**config.mk**
```make
export PLATFORM = sky130hd
export DESIGN_NAME = a2pt_red_cell
export DESIGN_NICKNAME = d
export VERILOG_FILES = /design/src/a2pt_pkg.sv /design/src/a2pt_red_cell.sv
export SDC_FILE = /design/constraint.sdc
export NUM_CORES = 1
export LEC_CHECK = 0
export BUFFER_PORTS_ARGS = -buffer_cell sky130_fd_sc_hd__buf_2
export CAP_MARGIN = 0
export CORE_MARGIN = 8
export CORE_UTILIZATION = 45
export DETAILED_ROUTE_END_ITERATION = 7
export PLACE_DENSITY_LB_ADDON = 0.05
export SETUP_SLACK_MARGIN = 0.05
export SLEW_MARGIN = 20
export SYNTH_ARGS = -nofsm -noshare
export SYNTH_HDL_FRONTEND = slang
export SYNTH_SLANG_ARGS = --single-unit
```
**constraint.sdc**
```tcl
create_clock -name clk_i -period 5.3 [get_ports clk_i]
set_input_delay 0.265 -clock clk_i [delete_from_list [all_inputs] [get_ports clk_i]]
set_output_delay 0.265 -clock clk_i [all_outputs]
set_load 0.03 [all_outputs]
```
**src/a2pt_pkg.sv**
```systemverilog
// Shared types, constants and table functions for the 2-D affine point transform.
// No dependencies; every other file imports this package.
`timescale 1ns / 1ps

package a2pt_pkg;

  localparam int COORD_BITS_DEF    = 16;
  localparam int CORDIC_STAGES_DEF = 16;
  localparam int ATAN_ENTRIES      = 24;

  // Reduced angle in 1/64 degree; CORDIC angle adds 16 fraction bits.
  localparam int ANG_W    = 16;
  localparam int ANG_FRAC = 16;
  localparam int VEC_W    = 32;

  localparam logic signed [ANG_W-1:0] FULL_TURN    = 16'sd23040;
  localparam logic signed [ANG_W-1:0] HALF_TURN    = 16'sd11520;
  localparam logic signed [ANG_W-1:0] QUARTER_TURN = 16'sd5760;

  localparam logic signed [VEC_W-1:0] CORDIC_GAIN = 32'sd652032874;

  typedef enum logic [1:0] {
    ACT_TRANSLATE,
    ACT_SCALE,
    ACT_ROT_CW,
    ACT_ROT_ACW
  } action_e;

  // atan(2^-i) in degrees with 22 fraction bits
  function automatic logic signed [VEC_W-1:0] atan_val(input int idx);
    logic signed [VEC_W-1:0] val;
    unique case (idx)
      0:       val = 32'sd188743680;
      1:       val = 32'sd111421900;
      2:       val = 32'sd58872272;
      3:       val = 32'sd29884485;
      4:       val = 32'sd15000234;
      5:       val = 32'sd7507429;
      6:       val = 32'sd3754631;
      7:       val = 32'sd1877430;
      8:       val = 32'sd938729;
      9:       val = 32'sd469366;
      10:      val = 32'sd234683;
      11:      val = 32'sd117342;
      12:      val = 32'sd58671;
      13:      val = 32'sd29335;
      14:      val = 32'sd14668;
      15:      val = 32'sd7334;
      16:      val = 32'sd3667;
      17:      val = 32'sd1833;
      18:      val = 32'sd917;
      19:      val = 32'sd458;
      20:      val = 32'sd229;
      21:      val = 32'sd115;
      22:      val = 32'sd57;
      23:      val = 32'sd29;
      default: val = '0;
    endcase
    return val;
  endfunction

  // Number of restoring steps that bring |angle| below a full turn
  function automatic int red_steps(input int coord_bits);
    longint lim;
    int     n;
    lim = longint'(1) << (coord_bits - 1);
    n   = 0;
    while ((longint'(FULL_TURN) << n) <= lim) begin
      n++;
    end
    return n;
  endfunction

endpackage

```
**src/a2pt_red_cell.sv**
```systemverilog
// One restoring step of the full-turn angle reduction, with its pipeline register.
// Depends on a2pt_pkg.
`timescale 1ns / 1ps

module a2pt_red_cell #(
  parameter int COORD_BITS = a2pt_pkg::COORD_BITS_DEF,
  parameter int ITEM_W     = 2 + 4 * a2pt_pkg::COORD_BITS_DEF,
  parameter int SHIFT      = 0
) (
  input  logic                  clk_i,
  input  logic                  rst_ni,
  input  logic                  valid_i,
  output logic                  ready_o,
  input  logic [ITEM_W-1:0]     item_i,
  input  logic [COORD_BITS-1:0] mag_i,
  input  logic                  neg_i,
  output logic                  valid_o,
  input  logic                  ready_i,
  output logic [ITEM_W-1:0]     item_o,
  output logic [COORD_BITS-1:0] mag_o,
  output logic                  neg_o
);
  import a2pt_pkg::*;

  localparam logic [COORD_BITS:0] STEP = (COORD_BITS + 1)'(longint'(FULL_TURN) << SHIFT);

  logic                  vld_q;
  logic [ITEM_W-1:0]     item_q;
  logic [COORD_BITS-1:0] mag_d, mag_q;
  logic                  neg_q;

  assign ready_o = !vld_q || ready_i;

  always_comb begin
    mag_d = mag_i;
    if ({1'b0, mag_i} >= STEP) begin
      mag_d = mag_i - STEP[COORD_BITS-1:0];
    end
  end

  always_ff @(posedge clk_i or negedge rst_ni) begin
    if (!rst_ni) begin
      vld_q <= 1'b0;
    end else if (ready_o) begin
      vld_q <= valid_i;
    end
  end

  always_ff @(posedge clk_i) begin
    if (ready_o && valid_i) begin
      item_q <= item_i;
      mag_q  <= mag_d;
      neg_q  <= neg_i;
    end
  end

  assign valid_o = vld_q;
  assign item_o  = item_q;
  assign mag_o   = mag_q;
  assign neg_o   = neg_q;

endmodule

```
Word-level counts from Yosys, hierarchy flattened
Index checks and enable logic that the tools add are counted.
Widths: inputs -> output; s select.
{"block": "word_totals", "input_bits": 87, "ram_bits": 0, "elab_cells": 10, "regBits": 84, "romBits": 0, "latchBits": 0, "n_memories": 0, "out_inout_bits": 85}
{"block": "op_classes", "n_lt_le_gt_ge": 1, "n_reduce_logical": 3, "muxes": 1, "bitwise": 0, "eq_ne": 0, "n_addsub": 1, "shift": 0, "div_mod_pow": 0, "n_mul": 0}
{"op": "$ge 16x15->1 const B", "n": 1}
{"op": "$mux 16", "n": 1}
{"op": "$sub 16x15->16 const B", "n": 1}
{"op": "$logic_and 1x1->1", "n": 1}
{"op": "$logic_not 1->1", "n": 1}
{"op": "$logic_or 1x1->1", "n": 1}

Longest topological paths before layout
Gate-level depths: netlist of the first run.
{"block": "logic_depth", "word_depth": 3, "ltp_mapped": 5, "depth_no_buf": 5}

Worst setup path after synthesis of the first run
No wires, ideal clock.
{"block": "synth_timing", "kind": "flip-flop to flip-flop", "startpoint": "reg vld_q, in the netlist valid_o", "endpoint": "reg item_q[0], in the netlist item_o[0], enable pin", "required_time_ns": 4.850, "path_stages_with_launch": 3, "setup_ns": 0.450, "arrival_time_ns": 2.811, "path_buffers": 0, "path_slack_ns": 2.039, "synth_period_minus_slack_ns": 3.261, "cell_sequence": "dfrtp_1 > nand2b_1 > and2_1"}
{"block": "synth_via", "elab_chain_cells": 3}
{"element": "from (decl)", "line_no": "a2pt_red_cell.sv:27", "rtl": "logic vld_q;"}
{"element": "from (signal assigned)", "line_no": "a2pt_red_cell.sv:45", "rtl": "vld_q <= valid_i;"}
{"element": "$logic_not 1->1", "line_no": "a2pt_red_cell.sv:32", "rtl": "assign ready_o = !vld_q || ready_i;"}
{"element": "$logic_or 1x1->1", "line_no": "a2pt_red_cell.sv:32"}
{"element": "named net ready_o", "line_no": "a2pt_red_cell.sv:13", "rtl": "output logic ready_o,"}
{"element": "$logic_and 1x1->1", "line_no": "a2pt_red_cell.sv:50", "rtl": "if (ready_o && valid_i) begin"}
{"element": "to (signal assigned)", "line_no": "a2pt_red_cell.sv:51", "rtl": "item_q <= item_i;"}
{"element": "to (decl)", "line_no": "a2pt_red_cell.sv:28", "rtl": "logic [ITEM_W-1:0] item_q;"}
The timed path passes the listed nets, and every way through them passes these cells.
A chain may end at the register's enable or synchronous reset.

Worst setup path after layout of the first run
{"block": "layout_timing", "startpoint": "reg vld_q, in the netlist valid_o", "endpoint": "reg mag_q[9], in the netlist mag_o[9], enable pin"}
{"block": "layout_via", "elab_chain_cells": 3}
{"element": "$logic_not 1->1", "line_no": "a2pt_red_cell.sv:32"}
{"element": "$logic_or 1x1->1", "line_no": "a2pt_red_cell.sv:32"}
{"element": "$logic_and 1x1->1", "line_no": "a2pt_red_cell.sv:50"}
{"element": "to (signal assigned)", "line_no": "a2pt_red_cell.sv:52", "rtl": "mag_q <= mag_d;"}
{"element": "to (decl)", "line_no": "a2pt_red_cell.sv:29", "rtl": "logic [COORD_BITS-1:0] mag_d, mag_q;"}
Every way passes these cells.

==> impl_metrics.ini, run 1 <==
[worst_setup_path]
critPathMaxStageDelay_ns = 0.82
critPathLaunchType = flip-flop
crit_end = mag_o[9]
r2r_end = mag_o[9]
crit_slowest_cell = and2_4
cp.arrival_ns = 1.69
cp_cell_sequence = nand2b_1, and2_4
rr_startpoint = valid_o
worst-path-stages = 2
rr_worst_depth = 2
required_ns = 5.25
worstSetupStartpoint = valid_o
cp_num_buf_inv = 0
crit_type = flip-flop to flip-flop
crit_family = simple AND/OR/NAND/NOR gates
critical_path.max_fanout = 83
reg2reg_slack_ns = 3.56
cp-end-kind = flip-flop

[global_route]
grt_pass1_vias = 1870
grt_max_degree = 84
grt_pass1_wl_mm = 9.60
grt_use_total = 0.145
antenna_found_initial = 1
grt.overflow.total = 0

[place]
place.gp.congestion = 0.855
dp_hpwl_mm = 5.06
portBuffers = 171
placed_area_mm2 = 0.00370
place_inst = 369

[floorplanning]
pin_count = 172
dieArea_mm2 = 0.00890
initial_core_util = 0.466
fp.coreArea_mm2 = 0.00592
num_rows = 28
fp.dieH_um = 94.3
die_x_um = 94.3

[routing]
route.detailed.drc = 0
firstDrtPassIters = 4
detail-route-antenna-nets = 0
via_count = 1765
wl_per_cell_um = 17.1
drt_iter0_drc = 84
drt_wl_total_mm = 6.61
via_per_inst = 4.56

[yosys]
synth_ff_type = edfxtp_1
synth-edff-count = 83
synthTopCellsByArea = edfxtp_1 90%, dfrtp_1 0.91%, o21ai_0 0.72%, a21oi_1 0.54%, inv_1 0.54%
synth_area_mm2 = 0.00276
ys_async_sr_fraction = 0.0119
seq_area_frac_synth = 0.912
synthCells = 125
avgSynthCellArea_um2 = 22.1
yosysMostFrequentCell = edfxtp_1
synth_area_leader_cell = edfxtp_1
synthesis.nets = 213
yosysWarnings = 0
synth_commonest_cells = 83 x edfxtp_1, 4 x inv_1, 4 x o21ai_0
synth_seq_cells = 84
synth_cell_types = 29
yosysTopAreaCellShare = 0.903

[clock_network]
postCtsSetupRepairBufs = 0
cts_sinks = 84
htree_num_levels = 3
clock_path_buffers = 2
clk_pin_slew_ns = 0.08
root_buffer = clkbuf_8
insertion_delay_ns = 0.33
tritoncts = done
cts_inserted_buffers = 9

[run_status]
status = complete, no violations

[worst_hold_path]
hold_depth = 1
worstHoldStart = mag_i[3]
min_path_type = primary input to flip-flop

[power_and_ir_drop]
p_per_area_mw_per_mm2 = 343
vdd_drop_max_v = 0.000162
p_leak_nw = 1.66

[sta]
setup_viol = 0
worstMarginPinSlew_ns = 1.03
finalMaxSlewViolations = 0
grt_setup_unrepaired = false
clock_skew_ns = 0.00545
fin_crit_sh = 0.327
tns_ns = 0
timing.final.hold_violations = 0
fmax_ghz = 0.576
slew_headroom = 0.312
period_needed_ns = 1.74

[cells_and_area]
fin_area_mm2 = 0.00388
final_nets = 394
fillers = 461
layout-drive-gt1-share = 0.595
area_growth_pct = 40.4
final_cells = 387

[run]
cap_violations = 0
[stage by stage]
step,setup WS (ns),hold WS (ns),power (mW),util
6_report,3.56,0.100,1.33,0.655
5_1_grt,3.42,0.0760,1.38,0.655
4_1_cts,3.55,0.0799,1.35,0.654
3_5_place_dp,3.55,0.0409,0.976,0.626
3_3_place_gp,3.57,0.0402,0.974,0.626
2_1_floorplan,2.04,-0.0306,0.903,-
[layer usage]
metal | track usage | part of all wire | vias to the layer above
li1 | - | - | 857
met1 | 0.153 | 0.35 | 794
met2 | 0.244 | 0.50 | 100
met3 | 0.0516 | 0.12 | 14
met4 | 0.0911 | 0.025 | 0
met5 | 0 | 0 | -
[report_power, final]
group	leakage, nW	internal, mW	switching [mW]
sequential	0.802	0.776	0.00800
clock	0.0784	0.167	0.203
combinational	0.785	0.0531	0.122
[registers in the layout (all words and copies together), names as in the netlist]
register,count
neg_o,1
mag_o,16
valid_o,1
item_o,66
[logic make-up (layout without fill, tap and decap cells)]
| family | Yosys count | count (layout) | share of synthesized area |
|---|---|---|---|
| flops | 84 | 84 | 0.912 |
| other cells | 0 | 1 | 0 |
| compound gates | 18 | 18 | 0.0435 |
| buf+inv | 6 | 192 | 0.00906 |
| simple gates | 16 | 16 | 0.0313 |
| fa+ha+maj | 1 | 1 | 0.00453 |
[worst reg2reg max path: cells and delay by family (launching register included)]
| family | cells | cell delay (ns) |
|---|---|---|
| flops | 1 | 0.37 |
| simple gates | 2 | 0.92 |
[layout by cell type (no fill, tap or decap), types with 2 or more instances in the layout]
cell and count:
nand2_1 3, a21oi_1 3, nand3b_1 2, nand2b_1 2, clkinv_1 2, edfxtp_1 83
nor2_1 2, o21ai_0 4, inv_1 4, buf_2 171, nor3_1 2, clkbuf_1 2
clkbuf_8 9
[how the worst min path moves through the flow]
stage                      end
floorplan              valid_o
global placement       valid_o
detailed placement     valid_o
CTS                   mag_o[3]
global route        item_o[36]
finish                mag_o[3]
[cell type report]
class / instances / area (um^2) / share of cell area
inverters: 4 / 15.0 / 0.00387
repair buffers: 172 / 866 / 0.223
clock buffers: 11 / 131 / 0.0339
clock inverters: 5 / 28.8 / 0.00742
flip-flops and latches: 84 / 2520 / 0.649
well taps: 75 / 93.8 / 0.0242
diodes: 1 / 2.50 / 0.000646
multi-input cells: 35 / 221 / 0.0571
[what timing repair did]
item                                    in CTS  in global routing
hold buffers                                 1                  0
resized for setup                            0                  0
hold endpoints to repair                     1                  0
endpoints found under the setup margin       0                  0
Power figures use the tool's default switching activity.
==> run 2: changes to the inputs <==
- CORE_UTILIZATION: 45 -> 38
- clock period: 5.3 -> 1.5 ns (I/O delays scaled with it)
==> impl_metrics.ini, run 2 (synthesis results as in run 1) <==
[clock_network]
clock_path_buffers = 2
insertion_delay_ns = 0.34
clk_pin_slew_ns = 0.08
tritoncts = done
postCtsSetupRepairBufs = 0
cts_inserted_buffers = 9
htree_num_levels = 3
cts_sinks = 84
root_buffer = clkbuf_8

[power_and_ir_drop]
vdd_drop_max_v = 0.000562
p_total_mw = 5.14
p_leak_nw = 2.03
p_per_area_mw_per_mm2 = 1080

[floorplanning]
pin_count = 172
num_rows = 31
dieArea_mm2 = 0.0103
initial_core_util = 0.387
fp.coreArea_mm2 = 0.00714
fp.dieH_um = 101
die_x_um = 101

[global_route]
grt.overflow.total = 0
grt_pass1_wl_mm = 11.9
antenna_found_initial = 0
grt_use_total = 0.155
grt_pass1_vias = 2381
grt_max_degree = 30

[worst_setup_path]
r2r_end = item_o[31]
crit_type = flip-flop to flip-flop
critPathLaunchType = flip-flop
cp.arrival_ns = 1.33
critical_path.max_fanout = 12
rr_worst_depth = 3
rr_startpoint = valid_o
reg2reg_slack_ns = 0.21
cp-end-kind = flip-flop
required_ns = 1.54

[run]
cap_violations = 0

[cells_and_area]
final_common_cell = buf_2
n_antenna_cell = 0
final_nets = 475
largest_reg_flops = 66
area_growth_pct = 72.8
final_cell_mix = 171 x buf_2, 83 x edfxtp_1, 78 x dlygate4sd3_1
fin_area_mm2 = 0.00477
layout-drive-gt1-share = 0.492

[place]
place.gp.congestion = 0.809
portBuffers = 171
placed_area_mm2 = 0.00380
dp_hpwl_mm = 5.65

[worst_hold_path]
hold_depth = 3
worstHoldStart = ready_i
min_to = valid_o
min_path_type = primary input to flip-flop

[sta]
fin_crit_sh = 0.862
period_needed_ns = 1.29
timing.final.hold_violations = 0
clock_skew_ns = 0.00653
finalMaxSlewViolations = 0
holdWs_ns = 0.0184
fmax_ghz = 0.773
tns_ns = 0
slew_headroom = 0.795
setup_viol = 0
worstMarginPinSlew_ns = 0.306
grt_setup_unrepaired = false

[routing]
via_count = 2166
route.detailed.drc = 0
detail-route-antenna-nets = 0
via_per_inst = 4.41
firstDrtPassIters = 4
wl_per_cell_um = 16.3
drt_iter0_drc = 79
drt_wl_total_mm = 7.98

[run_status]
status = complete, no violations
## run 2: cell types whose count changed in the layout (fill, tap and decap cells not counted), sizes merged
cell         change
clkinvlp         +2
diode            -1
inv              +1
bufinv           +1
clkinv           -4
dlygate4sd3     +77
buf              +4
## run 2: critical path: stages, from the launching register on
cell,delay [ns]
dfrtp_2,0.43
nand2b_4,0.08
and2_4,0.25
buf_4,0.24
## run 2: timing repair
action                                 CTS  global route
resized for setup                        0             0
hold buffers                            78             0
endpoints found under the hold margin   78             0
## run 2: how the worst max path moves through the flow
stage                       start          to  cells after the start
after floorplan           valid_o   item_o[0]                      2
after global routing      valid_o  item_o[27]                      3
after CTS                 valid_o   item_o[0]                      3
after detailed placement  valid_o  item_o[30]                      3
after global placement    valid_o  item_o[30]                      3
final                     valid_o  item_o[31]                      3
## run 2: power by group
group	switching, mW	internal [mW]	total, mW
combinational	0.478	0.339	0.817
clock	0.774	0.777	1.55
sequential	0.0303	2.74	2.77
## run 2: metrics by stage
| stage | instances | worst slack, ns | utilization |
|---|---|---|---|
| 6_report | 491 | 0.206 | 0.668 |
| 5_1_grt | 491 | 0.155 | 0.668 |
| 4_1_cts | 491 | 0.188 | 0.668 |
| 3_3_place_gp | 397 | 0.228 | 0.532 |
| 3_5_place_dp | 397 | 0.197 | 0.532 |
| 2_1_floorplan | 125 | -0.203 | - |
## run 2: per-layer routing
| layer | vias to the layer above | global-route usage | wire, um |
|---|---|---|---|
| met1 | 1036 | 0.162 | 2880 |
| met4 | 0 | 0.0584 | 100 |
| li1 | 1019 | - | - |
| met3 | 9 | 0.0488 | 741 |
| met5 | - | 0 | 0 |
| met2 | 102 | 0.282 | 4250 |
## run 2: area by class of cell
type	instances	area, um^2
clock inverter	5	61.3
inverter	4	15.0
tap	99	124
sequential	84	2520
multi-input combinational	35	229
timing repair buffer	253	1690
clock buffer	11	131
fill	543	2370
