### config.mk
export PLATFORM = sky130hd
export DESIGN_NAME = a2pt_cordic_cell
export DESIGN_NICKNAME = d
export VERILOG_FILES = /design/src/a2pt_pkg.sv /design/src/a2pt_cordic_cell.sv
export SDC_FILE = /design/constraint.sdc
export NUM_CORES = 1
export LEC_CHECK = 0
export BUFFER_PORTS_ARGS = -buffer_cell sky130_fd_sc_hd__buf_4
export CELL_PAD_IN_SITES_DETAIL_PLACEMENT = 0
export CELL_PAD_IN_SITES_GLOBAL_PLACEMENT = 1
export CORE_ASPECT_RATIO = 0.5
export CORE_MARGIN = 3
export CORE_UTILIZATION = 36
export CTS_CLUSTER_SIZE = 30
export DETAILED_ROUTE_END_ITERATION = 7
export GPL_ROUTABILITY_DRIVEN = 0
export MAX_ROUTING_LAYER = met4
export PLACE_DENSITY = 0.82
export SYNTH_ARGS = -nofsm -noshare
export SYNTH_HDL_FRONTEND = slang
export SYNTH_SLANG_ARGS = --single-unit
### constraint.sdc
create_clock -name clk_i -period 4.9 [get_ports clk_i]
set_input_delay 0.735 -clock clk_i [delete_from_list [all_inputs] [get_ports clk_i]]
set_output_delay 0.735 -clock clk_i [all_outputs]
set_load 0.05 [all_outputs]
### src/a2pt_pkg.sv
// Shared types, constants and table functions for the 2-D affine point transform.
// No dependencies; every other file imports this package.
`timescale 1ns / 1ps

package a2pt_pkg;

  localparam int COORD_BITS_DEF    = 16;
  localparam int CORDIC_STAGES_DEF = 16;
  localparam int ATAN_ENTRIES      = 24;

  // Reduced angle in 1/64 degree; CORDIC angle adds 16 fraction bits.
  localparam int ANG_W    = 16;
  localparam int ANG_FRAC = 16;
  localparam int VEC_W    = 32;

  localparam logic signed [ANG_W-1:0] FULL_TURN    = 16'sd23040;
  localparam logic signed [ANG_W-1:0] HALF_TURN    = 16'sd11520;
  localparam logic signed [ANG_W-1:0] QUARTER_TURN = 16'sd5760;

  localparam logic signed [VEC_W-1:0] CORDIC_GAIN = 32'sd652032874;

  typedef enum logic [1:0] {
    ACT_TRANSLATE,
    ACT_SCALE,
    ACT_ROT_CW,
    ACT_ROT_ACW
  } action_e;

  // atan(2^-i) in degrees with 22 fraction bits
  function automatic logic signed [VEC_W-1:0] atan_val(input int idx);
    logic signed [VEC_W-1:0] val;
    unique case (idx)
      0:       val = 32'sd188743680;
      1:       val = 32'sd111421900;
      2:       val = 32'sd58872272;
      3:       val = 32'sd29884485;
      4:       val = 32'sd15000234;
      5:       val = 32'sd7507429;
      6:       val = 32'sd3754631;
      7:       val = 32'sd1877430;
      8:       val = 32'sd938729;
      9:       val = 32'sd469366;
      10:      val = 32'sd234683;
      11:      val = 32'sd117342;
      12:      val = 32'sd58671;
      13:      val = 32'sd29335;
      14:      val = 32'sd14668;
      15:      val = 32'sd7334;
      16:      val = 32'sd3667;
      17:      val = 32'sd1833;
      18:      val = 32'sd917;
      19:      val = 32'sd458;
      20:      val = 32'sd229;
      21:      val = 32'sd115;
      22:      val = 32'sd57;
      23:      val = 32'sd29;
      default: val = '0;
    endcase
    return val;
  endfunction

  // Number of restoring steps that bring |angle| below a full turn
  function automatic int red_steps(input int coord_bits);
    longint lim;
    int     n;
    lim = longint'(1) << (coord_bits - 1);
    n   = 0;
    while ((longint'(FULL_TURN) << n) <= lim) begin
      n++;
    end
    return n;
  endfunction

endpackage

### src/a2pt_cordic_cell.sv
// One rotation-mode CORDIC micro-rotation with its pipeline register.
// Depends on a2pt_pkg for the arctangent table and vector widths.
`timescale 1ns / 1ps

module a2pt_cordic_cell #(
  parameter int ITEM_W = 2 + 4 * a2pt_pkg::COORD_BITS_DEF,
  parameter int STAGE  = 0
) (
  input  logic                                   clk_i,
  input  logic                                   rst_ni,
  input  logic                                   valid_i,
  output logic                                   ready_o,
  input  logic [ITEM_W-1:0]                      item_i,
  input  logic signed [a2pt_pkg::VEC_W-1:0]      cx_i,
  input  logic signed [a2pt_pkg::VEC_W-1:0]      cy_i,
  input  logic signed [a2pt_pkg::VEC_W-1:0]      z_i,
  input  logic                                   neg_i,
  output logic                                   valid_o,
  input  logic                                   ready_i,
  output logic [ITEM_W-1:0]                      item_o,
  output logic signed [a2pt_pkg::VEC_W-1:0]      cx_o,
  output logic signed [a2pt_pkg::VEC_W-1:0]      cy_o,
  output logic signed [a2pt_pkg::VEC_W-1:0]      z_o,
  output logic                                   neg_o
);
  import a2pt_pkg::*;

  localparam logic signed [VEC_W-1:0] ATAN_I = atan_val(STAGE);

  logic                    vld_q;
  logic [ITEM_W-1:0]       item_q;
  logic signed [VEC_W-1:0] dx, dy;
  logic signed [VEC_W-1:0] cx_d, cy_d, z_d;
  logic signed [VEC_W-1:0] cx_q, cy_q, z_q;
  logic                    neg_q;

  assign ready_o = !vld_q || ready_i;

  always_comb begin
    dx = cy_i >>> STAGE;
    dy = cx_i >>> STAGE;
    if (z_i >= 0) begin
      cx_d = cx_i - dx;
      cy_d = cy_i + dy;
      z_d  = z_i - ATAN_I;
    end else begin
      cx_d = cx_i + dx;
      cy_d = cy_i - dy;
      z_d  = z_i + ATAN_I;
    end
  end

  always_ff @(posedge clk_i or negedge rst_ni) begin
    if (!rst_ni) begin
      vld_q <= 1'b0;
    end else if (ready_o) begin
      vld_q <= valid_i;
    end
  end

  always_ff @(posedge clk_i) begin
    if (ready_o && valid_i) begin
      item_q <= item_i;
      cx_q   <= cx_d;
      cy_q   <= cy_d;
      z_q    <= z_d;
      neg_q  <= neg_i;
    end
  end

  assign valid_o = vld_q;
  assign item_o  = item_q;
  assign cx_o    = cx_q;
  assign cy_o    = cy_q;
  assign z_o     = z_q;
  assign neg_o   = neg_q;

endmodule

======== Word level (Yosys, flattened, before mapping) ========
Cells that the tools add are included.
operators by class
  multiplexer cells ....................... 3
  add/sub/neg operators ................... 5
  reduce and logical (&&, ||, !) cells .... 3
  $lt $le $gt $ge ......................... 1
operators with widths
  kind                                                  count
  2-to-1 mux 32 bit                                     3
  subtractor 32 bit                                     2
  adder 32 x 29 -> 32 bit, second input constant        1
  adder 32 bit                                          1
  >= comparator 32 x 1 -> 1 bit, second input constant  1
  subtractor 32 x 29 -> 32 bit, second input constant   1
  logical AND 1 bit                                     1
  zero test 1 bit                                       1
  logical OR 1 bit                                      1
word-level totals
  output and inout port bits .............. 165
  input port bits ......................... 167
  flip-flop bits (word level) ............. 164

======== Logic depth before layout (Yosys ltp) ========
Gate-level depths: netlist of run 1.
  depth in word-level cells ............... 3
  gate-level depth with buffers ........... 12

======== Least setup slack after synthesis of run 1 ========
Ideal clock, no wire load.
  path kind ............................... input to register
  from .................................... input ready_i
  to ...................................... register cx_q[10], in the netlist cx_o[10] (enable)
  required time ........................... 4359 ps
  arrival time ............................ 4974 ps
  cell stages on the path ................. 2
  library setup time ...................... 541 ps
  slack ................................... -615 ps
  path buffers ............................ 0
  path through ............................ nand2b_1 and2_1
between the ends
  longest elaborated chain between the ends .. 2
RTL lines
  what                  RTL line                RTL
  from (decl)           a2pt_cordic_cell.sv:19  input logic ready_i,
  logical OR 1 bit      a2pt_cordic_cell.sv:37  assign ready_o = !vld_q || ready_i;
  logical AND 1 bit     a2pt_cordic_cell.sv:62  if (ready_o && valid_i) begin
  to (signal assigned)  a2pt_cordic_cell.sv:64  cx_q <= cx_d;
  to (decl)             a2pt_cordic_cell.sv:34  logic signed [VEC_W-1:0] cx_q, cy_q, z_q;
Every way passes these cells.
A chain may end at the register's enable or synchronous reset.

======== Final worst setup path of run 1 ========
  from .................................... input cx_i[4] (netlist name)
  to ...................................... register cy_q[30], in the netlist cy_o[30], data pin
between the ends
  longest elaborated chain between the ends .. 2
  elaborated cells on any way between the ends .. 3
  those cells by class .................... add/sub (2); mux (1)
RTL lines
  what                                                      RTL line                                        RTL
  from (decl)                                               a2pt_cordic_cell.sv:14                          input logic signed [a2pt_pkg::VEC_W-1:0] cx_i,
  subtractor 32 bit / adder 32 bit (equally long branches)  a2pt_cordic_cell.sv:48, a2pt_cordic_cell.sv:44
  2-to-1 mux 32 bit (*)                                     a2pt_cordic_cell.sv:42                          if (z_i >= 0) begin
  net cy_d[30]                                              a2pt_cordic_cell.sv:33                          logic signed [VEC_W-1:0] cx_d, cy_d, z_d;
  to (signal assigned)                                      a2pt_cordic_cell.sv:65                          cy_q <= cy_d;
  to (decl)                                                 a2pt_cordic_cell.sv:34
Mark *: on every way through the listed nets, which the timed path passes. The rest lies on a longest branch.

==> flow_summary.yaml, run 1 <==
outcome:
  outcome: "finished clean"
synthesis:
  synth_warnings: 0
  syn-mean-instance-area_um2: 10.2
  yosysTopAreaCellShare: 0.459
  ys.flop_type: "edfxtp_1"
  netlist_top_cells_count: "edfxtp_1, a21oi_1, ha_1"
  synth_largest_area_cell: "edfxtp_1"
  ys_seq_area_frac: 0.462
  yosys_register_bits: 163
  syn_area_um2: 10600
  yosysMostFrequentCell: "edfxtp_1"
  synthArstFlopShare: 0.00613
  synth_edf_count: 162
  synth_cell_types: 72
  synth_fp_nets: 1306
  synthTopCellsByArea: "edfxtp_1, ha_1, a21oi_1"
  synthCells: 1034
detailed_routing:
  detail-route-antenna-nets: 0
  drtIter0Drc: 826
  drc: 0
  vias: 9134
  wl_mm: 34.2
  detail_route.vias_per_cell: 5.24
  first_pass_iters: 5
  wl_per_cell_um: 19.6
clock_network:
  cts_buffers: 17
  cts_buffer_depth: 2
  clk_latency_ns: 0.43
  ctsHoldBuffers: 0
  cts_resized: 0
  path_clk_slew_ns: 0.07
  cts_setup_buffers: 0
  cts.sink_count: 163
  cts_root_buf: "clkbuf_16"
  h-tree-depth: 4
  cts_tree: "yes"
global_routing:
  track_usage: 0.214
  grt_start_max_net_pins: 78
  antenna_found_initial: 1
  first_global_vias: 8906
  grt_pass1_wl_mm: 51.7
  gr-total-overflow: 0
critical_path:
  timing.critical_path.max_delay_family: "compound AO/OA/AOI/OAI gates"
  crit_chain: "buf_4, inv_1, ha_1, and2b_1, a2111oi_4, nor4_1, a2111oi_2, o21ai_2, a21bo_1, a31oi_1, a22oi_1, xnor2_1"
  worst_ep_required_time_ns: 5.09
  worstPathArrival_ns: 3.80
  reg2reg_depth: 3
  rrSetupSlack_ns: 2.80
  cp.buffers_inverters: 2
  r2r-start: "valid_o"
  worst_setup_path_start_kind: "primary input"
  end_kind: "flip-flop"
  worst_setup_path_startpoint: "cx_i[4]"
  slowest_delay_ns: 0.57
  critPathSlowestCell: "a2111oi_2"
  crit_fanout: 11
  critPathKind: "primary input to flip-flop"
  r2r_end: "item_o[14]"
sta:
  tns_ns: 0
  rsz0062_at_grt: "no"
  tightest_slew_ns: 0.903
  fmax_ghz: 0.277
  period_needed_ns: 3.61
  hold_viol: 0
  maxSlewViolCount: 0
  finalSetupViolations: 0
  period_share: 0.737
  fin_ws_ns: 1.29
  skew_ns: 0.00731
  slew_headroom: 0.398
placement:
  pre_cts_slack_ns: 0.840
  place_hpwl_mm: 26.4
  port_buffers: 331
  place_area_um2: 13400
layout:
  layout.nets: 1619
  drive_above_1_share: 0.281
  nFillCells: 2630
  multi_input_area_um2: 5150
  postLayoutCoreUtil: 0.497
  syn2layout_area_growth_pct: 32.8
  seq_area_um2: 4890
  postLayoutCellArea_um2: 14100
floorplanning:
  core_um2: 28300
  rows: 43
  io_pins: 332
  dieArea_um2: 31600
  die_w_um: 249
  initial_core_util: 0.374
  die_y_um: 127
min_path:
  hp-class: "primary input to asynchronous set/reset pin"
power:
  leakage_nw: 6.09
  power_density_nw_per_um2: 336
  power_mw: 4.72
  irDropWorstVdd_uv: 232
job:
  maxCapViolations: 0
## cells by family after synthesis
kind of cell	Yosys count	share of synthesized area
DFF	163	0.462
and+or+nand+nor	242	0.111
buffers and inverters	141	0.0528
adders and majority gates	105	0.127
muxes	14	0.0132
AOI/OAI and AO/OA	300	0.177
xor gates and xnor gates	69	0.0570
## report_power, final
part | total [mW] | switching [mW] | internal (mW)
logic | 1.50 | 0.998 | 0.507
clock network | 1.48 | 0.613 | 0.868
registers | 1.74 | 0.0380 | 1.70
## per-stage QoR
stage / hold slack, ns / std cells
floorplan: 0.439 / 1034
global placement: 0.511 / 1710
detailed placement: 0.513 / 1710
CTS: 0.0308 / 1741
global route: 0.0290 / 1742
finish: 0.0613 / 1742
## worst reg2reg max path, stage by stage (launching register included)
cell      delay [ns]
dfrtp_1         0.40
nand2b_1        0.14
and2_4          0.51
buf_4           0.65
## registers in the layout (all words and copies together), names as in the netlist
signal / cells
item_o: 66
cy_o: 32
z_o: 32
cx_o: 31
neg_o: 1
valid_o: 1
## routing by layer
metal	routed length [µm]	share of wire	track usage	up-vias
met2	16400	0.48	0.343	361
met3	1730	0.051	0.0301	47
met1	15400	0.45	0.284	4392
met4	704	0.021	0.0634	0
li1	-	-	-	4334
met5	0	0	-	-
## cell type report
type                       instances  share of cell area
clock inverter                    14              0.0152
multi-input combinational        730               0.366
tap                              382              0.0340
timing repair buffer             336               0.180
antenna                            1            0.000178
clock buffer                      17              0.0302
inverter                          99              0.0264
sequential                       163               0.348
## placed cells by master, fill, tap and decap left out, types with 5 or more instances in the layout
master	instances
a211oi_1	11
a21o_1	10
a21oi_1	113
a31oi_1	5
and3_1	6
buf_4	335
clkbuf_16	17
edfxtp_1	162
ha_1	101
inv_1	96
inv_6	6
mux2i_1	14
nand2_1	52
nand2b_1	16
nand3_1	8
nand4_1	8
nor2_1	86
nor2b_1	10
nor3_1	15
nor4_1	12
o211ai_1	6
o21a_1	6
o21ai_0	72
o21bai_1	21
o31ai_1	10
or3_1	7
xnor2_1	55
xor2_1	14
## how the worst max path moves through the flow
stage | to | slack (ns) | depth (start not counted)
2_1_floorplan | cx_o[10] | 1.16 | 2
3_3_place_gp | cy_o[30] | 0.93 | 12
3_5_place_dp | cy_o[30] | 0.84 | 12
4_1_cts | cx_o[30] | 1.32 | 12
5_1_grt | cx_o[30] | 1.13 | 12
6_report | cy_o[30] | 1.29 | 12
Power figures use the tool's default switching activity.
==> inputs of run 2 (changes only) <==
--- a/config.mk
+++ b/config.mk
@@ -10,12 +10,12 @@
 export CELL_PAD_IN_SITES_GLOBAL_PLACEMENT = 1
 export CORE_ASPECT_RATIO = 0.5
 export CORE_MARGIN = 3
-export CORE_UTILIZATION = 36
+export CORE_UTILIZATION = 40
 export CTS_CLUSTER_SIZE = 30
 export DETAILED_ROUTE_END_ITERATION = 7
 export GPL_ROUTABILITY_DRIVEN = 0
 export MAX_ROUTING_LAYER = met4
-export PLACE_DENSITY = 0.82
+export PLACE_DENSITY = 0.86
 export SYNTH_ARGS = -nofsm -noshare
 export SYNTH_HDL_FRONTEND = slang
 export SYNTH_SLANG_ARGS = --single-unit
==> constraint.sdc (replaced) <==
create_clock -name clk_i -period 3.63 [get_ports clk_i]
set_input_delay 0.5445 -clock clk_i [delete_from_list [all_inputs] [get_ports clk_i]]
set_output_delay 0.5445 -clock clk_i [all_outputs]
set_load 0.05 [all_outputs]
==> run 2 against run 1 <==
Compared with the run above: wire length is 0.66% higher; via count is 3.5% higher; hold slack better by 0.20 ns; total power is 35% higher; global-route usage is 2.7 points higher; combinational power is 40% higher; non-clock buffer count is 41 higher; critical path type unchanged; flip-flop and latch count stayed put.
==> flow_summary.yaml, run 2 (synthesis results as in run 1) <==
clock_network:
  path_clk_slew_ns: 0.08
  cts_setup_buffers: 0
  cts_buffers: 17
  cts_tree: "yes"
  clk_latency_ns: 0.45
  cts_buffer_depth: 2
  cts_root_buf: "clkbuf_16"
  h-tree-depth: 4
  cts_resized: 0
  cts.sink_count: 163
global_routing:
  antenna_found_initial: 0
  grt_pass1_wl_mm: 53.0
  grt_start_max_net_pins: 163
  first_global_vias: 9342
  track_usage: 0.241
  gr-total-overflow: 0
layout:
  n_antenna_cell: 0
  instances_no_fill: 1745
  layout_common_cells: "buf_4, edfxtp_1, a21oi_1"
  drive_above_1_share: 0.302
  largest_reg_flops: 66
  syn2layout_area_growth_pct: 35.3
  postLayoutCoreUtil: 0.560
  layout.nets: 1660
  mostFrequentLayoutCell: "buf_4"
sta:
  rsz0062_at_grt: "no"
  period_share: 0.892
  slew_headroom: 0.398
  fmax_ghz: 0.309
  maxSlewViolCount: 0
  hold-worst-slack_ns: 0.259
  finalSetupViolations: 0
  period_needed_ns: 3.24
  hold_viol: 0
  tightest_slew_ns: 0.903
  tns_ns: 0
  skew_ns: 0.00768
critical_path:
  cp.depth: 12
  critPathSlowestCell: "a211oi_1"
  r2r-start: "valid_o"
  critPathKind: "primary input to flip-flop"
  path_common_cell: "o211a_1"
  worst_setup_path_startpoint: "cx_i[1]"
  crit_chain: "buf_4, inv_1, ha_1, nor2b_1, o211ai_1, a211oi_1, a211o_1, and3_1, o211a_1, o2111ai_1, o211a_1, xor2_1"
  worstPathArrival_ns: 3.43
  slowest_delay_ns: 0.67
  worst_setup_path_start_kind: "primary input"
  r2r_end: "cy_o[14]"
  endpoint: "cx_o[29]"
  cp.buffers_inverters: 2
  end_kind: "flip-flop"
  rrSetupSlack_ns: 1.82
  reg2reg_depth: 3
  crit_fanout: 4
  timing.critical_path.max_delay_family: "compound AO/OA/AOI/OAI gates"
  worst_ep_required_time_ns: 3.83
placement:
  place_hpwl_mm: 27.0
  post-place-cells: 1712
  port_buffers: 331
detailed_routing:
  drtIter0Drc: 925
  wl_mm: 34.4
  first_pass_iters: 6
  vias: 9454
  drc: 0
  detail_route.vias_per_cell: 5.42
  wl_per_cell_um: 19.7
  detail-route-antenna-nets: 0
power:
  power_density_nw_per_um2: 446
  leakage_nw: 6.29
  irDropWorstVdd_uv: 360
  power_mw: 6.39
min_path:
  hp-class: "primary input to flip-flop"
  hp-start: "item_i[37]"
floorplanning:
  dieArea_um2: 28600
  die_y_um: 121
  core_um2: 25600
  rows: 41
  die_w_um: 236
  io_pins: 332
  initial_core_util: 0.414
outcome:
  outcome: "finished clean"
job:
  maxCapViolations: 0
[run 2: cell types whose count changed in the layout (fill, tap and decap cells not counted)]
cell,change
dlygate4sd3_1,+1
bufinv_16,-2
clkinv_8,+4
clkinv_2,-1
inv_6,-4
clkinv_4,+2
diode_2,-1
buf_4,+40
inv_8,+2
[run 2: power by group]
group | internal, mW | total (mW) | switching, mW
sequential | 2.29 | 2.35 | 0.0515
clock | 1.06 | 1.95 | 0.891
combinational | 0.735 | 2.10 | 1.36
[run 2: per-stage QoR]
step           area (µm²)  setup slack, ns
6_report            14300            0.394
5_1_grt             14300            0.220
4_1_cts             14300            0.485
3_5_place_dp        13700           0.0112
3_3_place_gp        13700           0.0684
2_1_floorplan       10600           0.0239
[run 2: metal layers]
| layer | GRT usage | part of all wire |
|---|---|---|
| met5 | - | 0 |
| met4 | 0.0509 | 0.013 |
| met3 | 0.0377 | 0.068 |
| met2 | 0.401 | 0.49 |
| met1 | 0.317 | 0.43 |
[run 2: cell type report]
type,instances,area [µm²]
clock buffers,17,425
clock inverters,15,219
fillers,2254,11300
inverters,99,372
multi-input cells,730,5150
flip-flops and latches,163,4890
well taps,344,430
repair buffers,377,2850
[run 2: what timing repair did]
action / CTS / global route
hold buffers: 1 / 0
endpoints found under the hold margin: 1 / 0
endpoints found under the setup margin: 0 / 0
[run 2: worst min path at each step]
stage,endpoint,cells after the start
2_1_floorplan,valid_o,0
3_3_place_gp,valid_o,1
3_5_place_dp,valid_o,1
4_1_cts,item_o[5],1
5_1_grt,item_o[37],1
6_report,item_o[37],1
==> inputs of run 3 (changes only) <==
==> constraint.sdc (replaced) <==
create_clock -name clk_i -period 3.63 [get_ports clk_i]
set_input_delay 0.363 -clock clk_i [delete_from_list [all_inputs] [get_ports clk_i]]
set_output_delay 0.363 -clock clk_i [all_outputs]
set_load 0.05 [all_outputs]
==> run 3 against run 2 <==
Compared with the run above: fmax up 6.2%; register-to-register slack worse by 0.08 ns; highest routed layer unchanged; critical path type unchanged; critical endpoint is now cx_o[28]; utilization down 0.88 points; largest cell class unchanged.
==> flow_summary.yaml, run 3 (synthesis results as in run 1) <==
sta:
  skew_ns: 0.00621
  period_needed_ns: 3.05
  hold-worst-slack_ns: 0.0934
  tightest_slew_ns: 0.666
  hold_viol: 0
  slew_headroom: 0.556
  tns_ns: 0
  fin_ws_ns: 0.582
  period_share: 0.840
  maxSlewViolCount: 0
  finalSetupViolations: 0
  rsz0062_at_grt: "no"
  fmax_ghz: 0.328
power:
  power_density_nw_per_um2: 444
  p_clk_frac: 0.297
  sequentialPowerShare: 0.375
  p_comb_frac: 0.328
  switching_share: 0.356
  leakage_nw: 6.14
  irDropWorstVdd_uv: 332
  p_int_mw: 4.03
  p_sw_mw: 2.23
critical_path:
  reg2reg_depth: 3
  r2r_end: "z_o[1]"
  worst_setup_path_startpoint: "cx_i[17]"
  worstPathArrival_ns: 3.24
  worst_setup_path_start_kind: "primary input"
  cp.buffers_inverters: 3
  slowest_delay_ns: 0.54
  timing.critical_path.max_delay_family: "simple AND/OR/NAND/NOR gates"
  worst_ep_required_time_ns: 3.82
  rrSetupSlack_ns: 1.74
  critPathKind: "primary input to flip-flop"
  end_kind: "flip-flop"
  r2r-start: "valid_o"
  crit_chain: "buf_4, inv_1, ha_1, nand2_1, nor2_1, nor4b_1, nor4b_1, buf_4, nor2_1, a221o_1, o21ai_1, xnor2_1"
  crit_fanout: 12
  critPathSlowestCell: "ha_1"
global_routing:
  track_usage: 0.238
  first_global_vias: 8911
  grt_start_max_net_pins: 66
  grt_pass1_wl_mm: 52.0
  gr-total-overflow: 0
  antenna_found_initial: 0
min_path:
  whs_path_depth: 1
  hold_end: "item_o[5]"
  hp-class: "primary input to flip-flop"
  hp-start: "item_i[5]"
detailed_routing:
  wl_met2_mm: 16.3
  vias: 9297
  wl_per_cell_um: 19.9
  first_pass_iters: 6
  met3WireLength_mm: 2.67
  wl_mm: 34.2
  drc: 0
  highest-signal-layer: "met4"
  detail-route-antenna-nets: 0
  drtIter0Drc: 780
  detail_route.vias_per_cell: 5.41
  wl_met1_mm: 14.7
placement:
  place_area_um2: 13500
  pre_cts_slack_ns: 0.155
  place_hpwl_mm: 26.9
  port_buffers: 331
floorplanning:
  die_w_um: 236
  initial_core_util: 0.414
  dieArea_um2: 28600
  io_pins: 332
  rows: 41
  die_y_um: 121
  core_um2: 25600
clock_network:
  h-tree-depth: 4
  cts.sink_count: 163
  cts_buffers: 17
  cts_buffer_depth: 2
  cts_root_buf: "clkbuf_16"
  cts_setup_buffers: 0
  path_clk_slew_ns: 0.07
  clk_latency_ns: 0.44
  cts_tree: "yes"
layout:
  largest_reg_flops: 66
  syn2layout_area_growth_pct: 33.1
  postLayoutCoreUtil: 0.551
  layout.nets: 1635
  layout_common_cells: "buf_4, edfxtp_1, a21oi_1"
  n_antenna_cell: 0
  postLayoutCellArea_um2: 14100
  mostFrequentLayoutCell: "buf_4"
  drive_above_1_share: 0.287
outcome:
  outcome: "finished clean"
job:
  maxCapViolations: 0
## run 3: changes by cell type in the layout (fill, tap and decap cells not counted), moves of 2 or more
| cell | previous run | this run |
|---|---|---|
| buf_4 | 375 | 349 |
| clkinv_1 | 2 | 5 |
| clkinv_4 | 3 | 0 |
| clkinv_8 | 5 | 1 |
| clkinvlp_4 | 0 | 2 |
| inv_6 | 2 | 5 |
## run 3: layout make-up
type                            instances  area (µm²)
Clock buffer                           17         425
Tap cell                              344         430
Fill cell                            2253       11500
Multi-Input combinational cell        730        5150
Inverter                               99         372
Timing Repair Buffer                  352        2670
Clock inverter                         15         169
Sequential cell                       163        4890
## run 3: worst max-delay path by stage
stage	depth (start not counted)	slack, ns	to
floorplan	2	0.02	cx_o[10]
global placement	12	0.18	cx_o[28]
detailed placement	12	0.16	cx_o[28]
CTS	12	0.64	cx_o[28]
global route	14	0.36	cx_o[26]
finish	12	0.58	cx_o[28]
## run 3: repair_timing
action / CTS / global route
hold buffers: 1 / 0
hold endpoints to repair: 1 / 0
gates resized for setup: 0 / 0
setup endpoints to repair: 0 / 0
## run 3: stage by stage
step | instances | power [mW]
floorplan | 1034 | 3.73
global placement | 1687 | 4.40
CTS | 1720 | 6.30
detailed placement | 1687 | 4.42
global route | 1720 | 6.53
finish | 1720 | 6.26
## run 3: power by group through the flow
| stage | Combinational (mW) | Sequential [mW] | Clock [mW] |
|---|---|---|---|
| 2_1_floorplan | 0.823 | 2.91 | 0 |
| 3_3_place_gp | 2.02 | 2.38 | 0 |
| 3_5_place_dp | 2.03 | 2.39 | 0 |
| 4_1_cts | 2.05 | 2.35 | 1.90 |
| 5_1_grt | 2.19 | 2.36 | 1.98 |
| 6_report | 2.06 | 2.34 | 1.86 |
## run 3: metal layers
layer	vias up	global-route usage
met3	42	0.0468
met1	4434	0.312
met4	0	0.0584
li1	4384	-
met2	437	0.385
met5	-	-
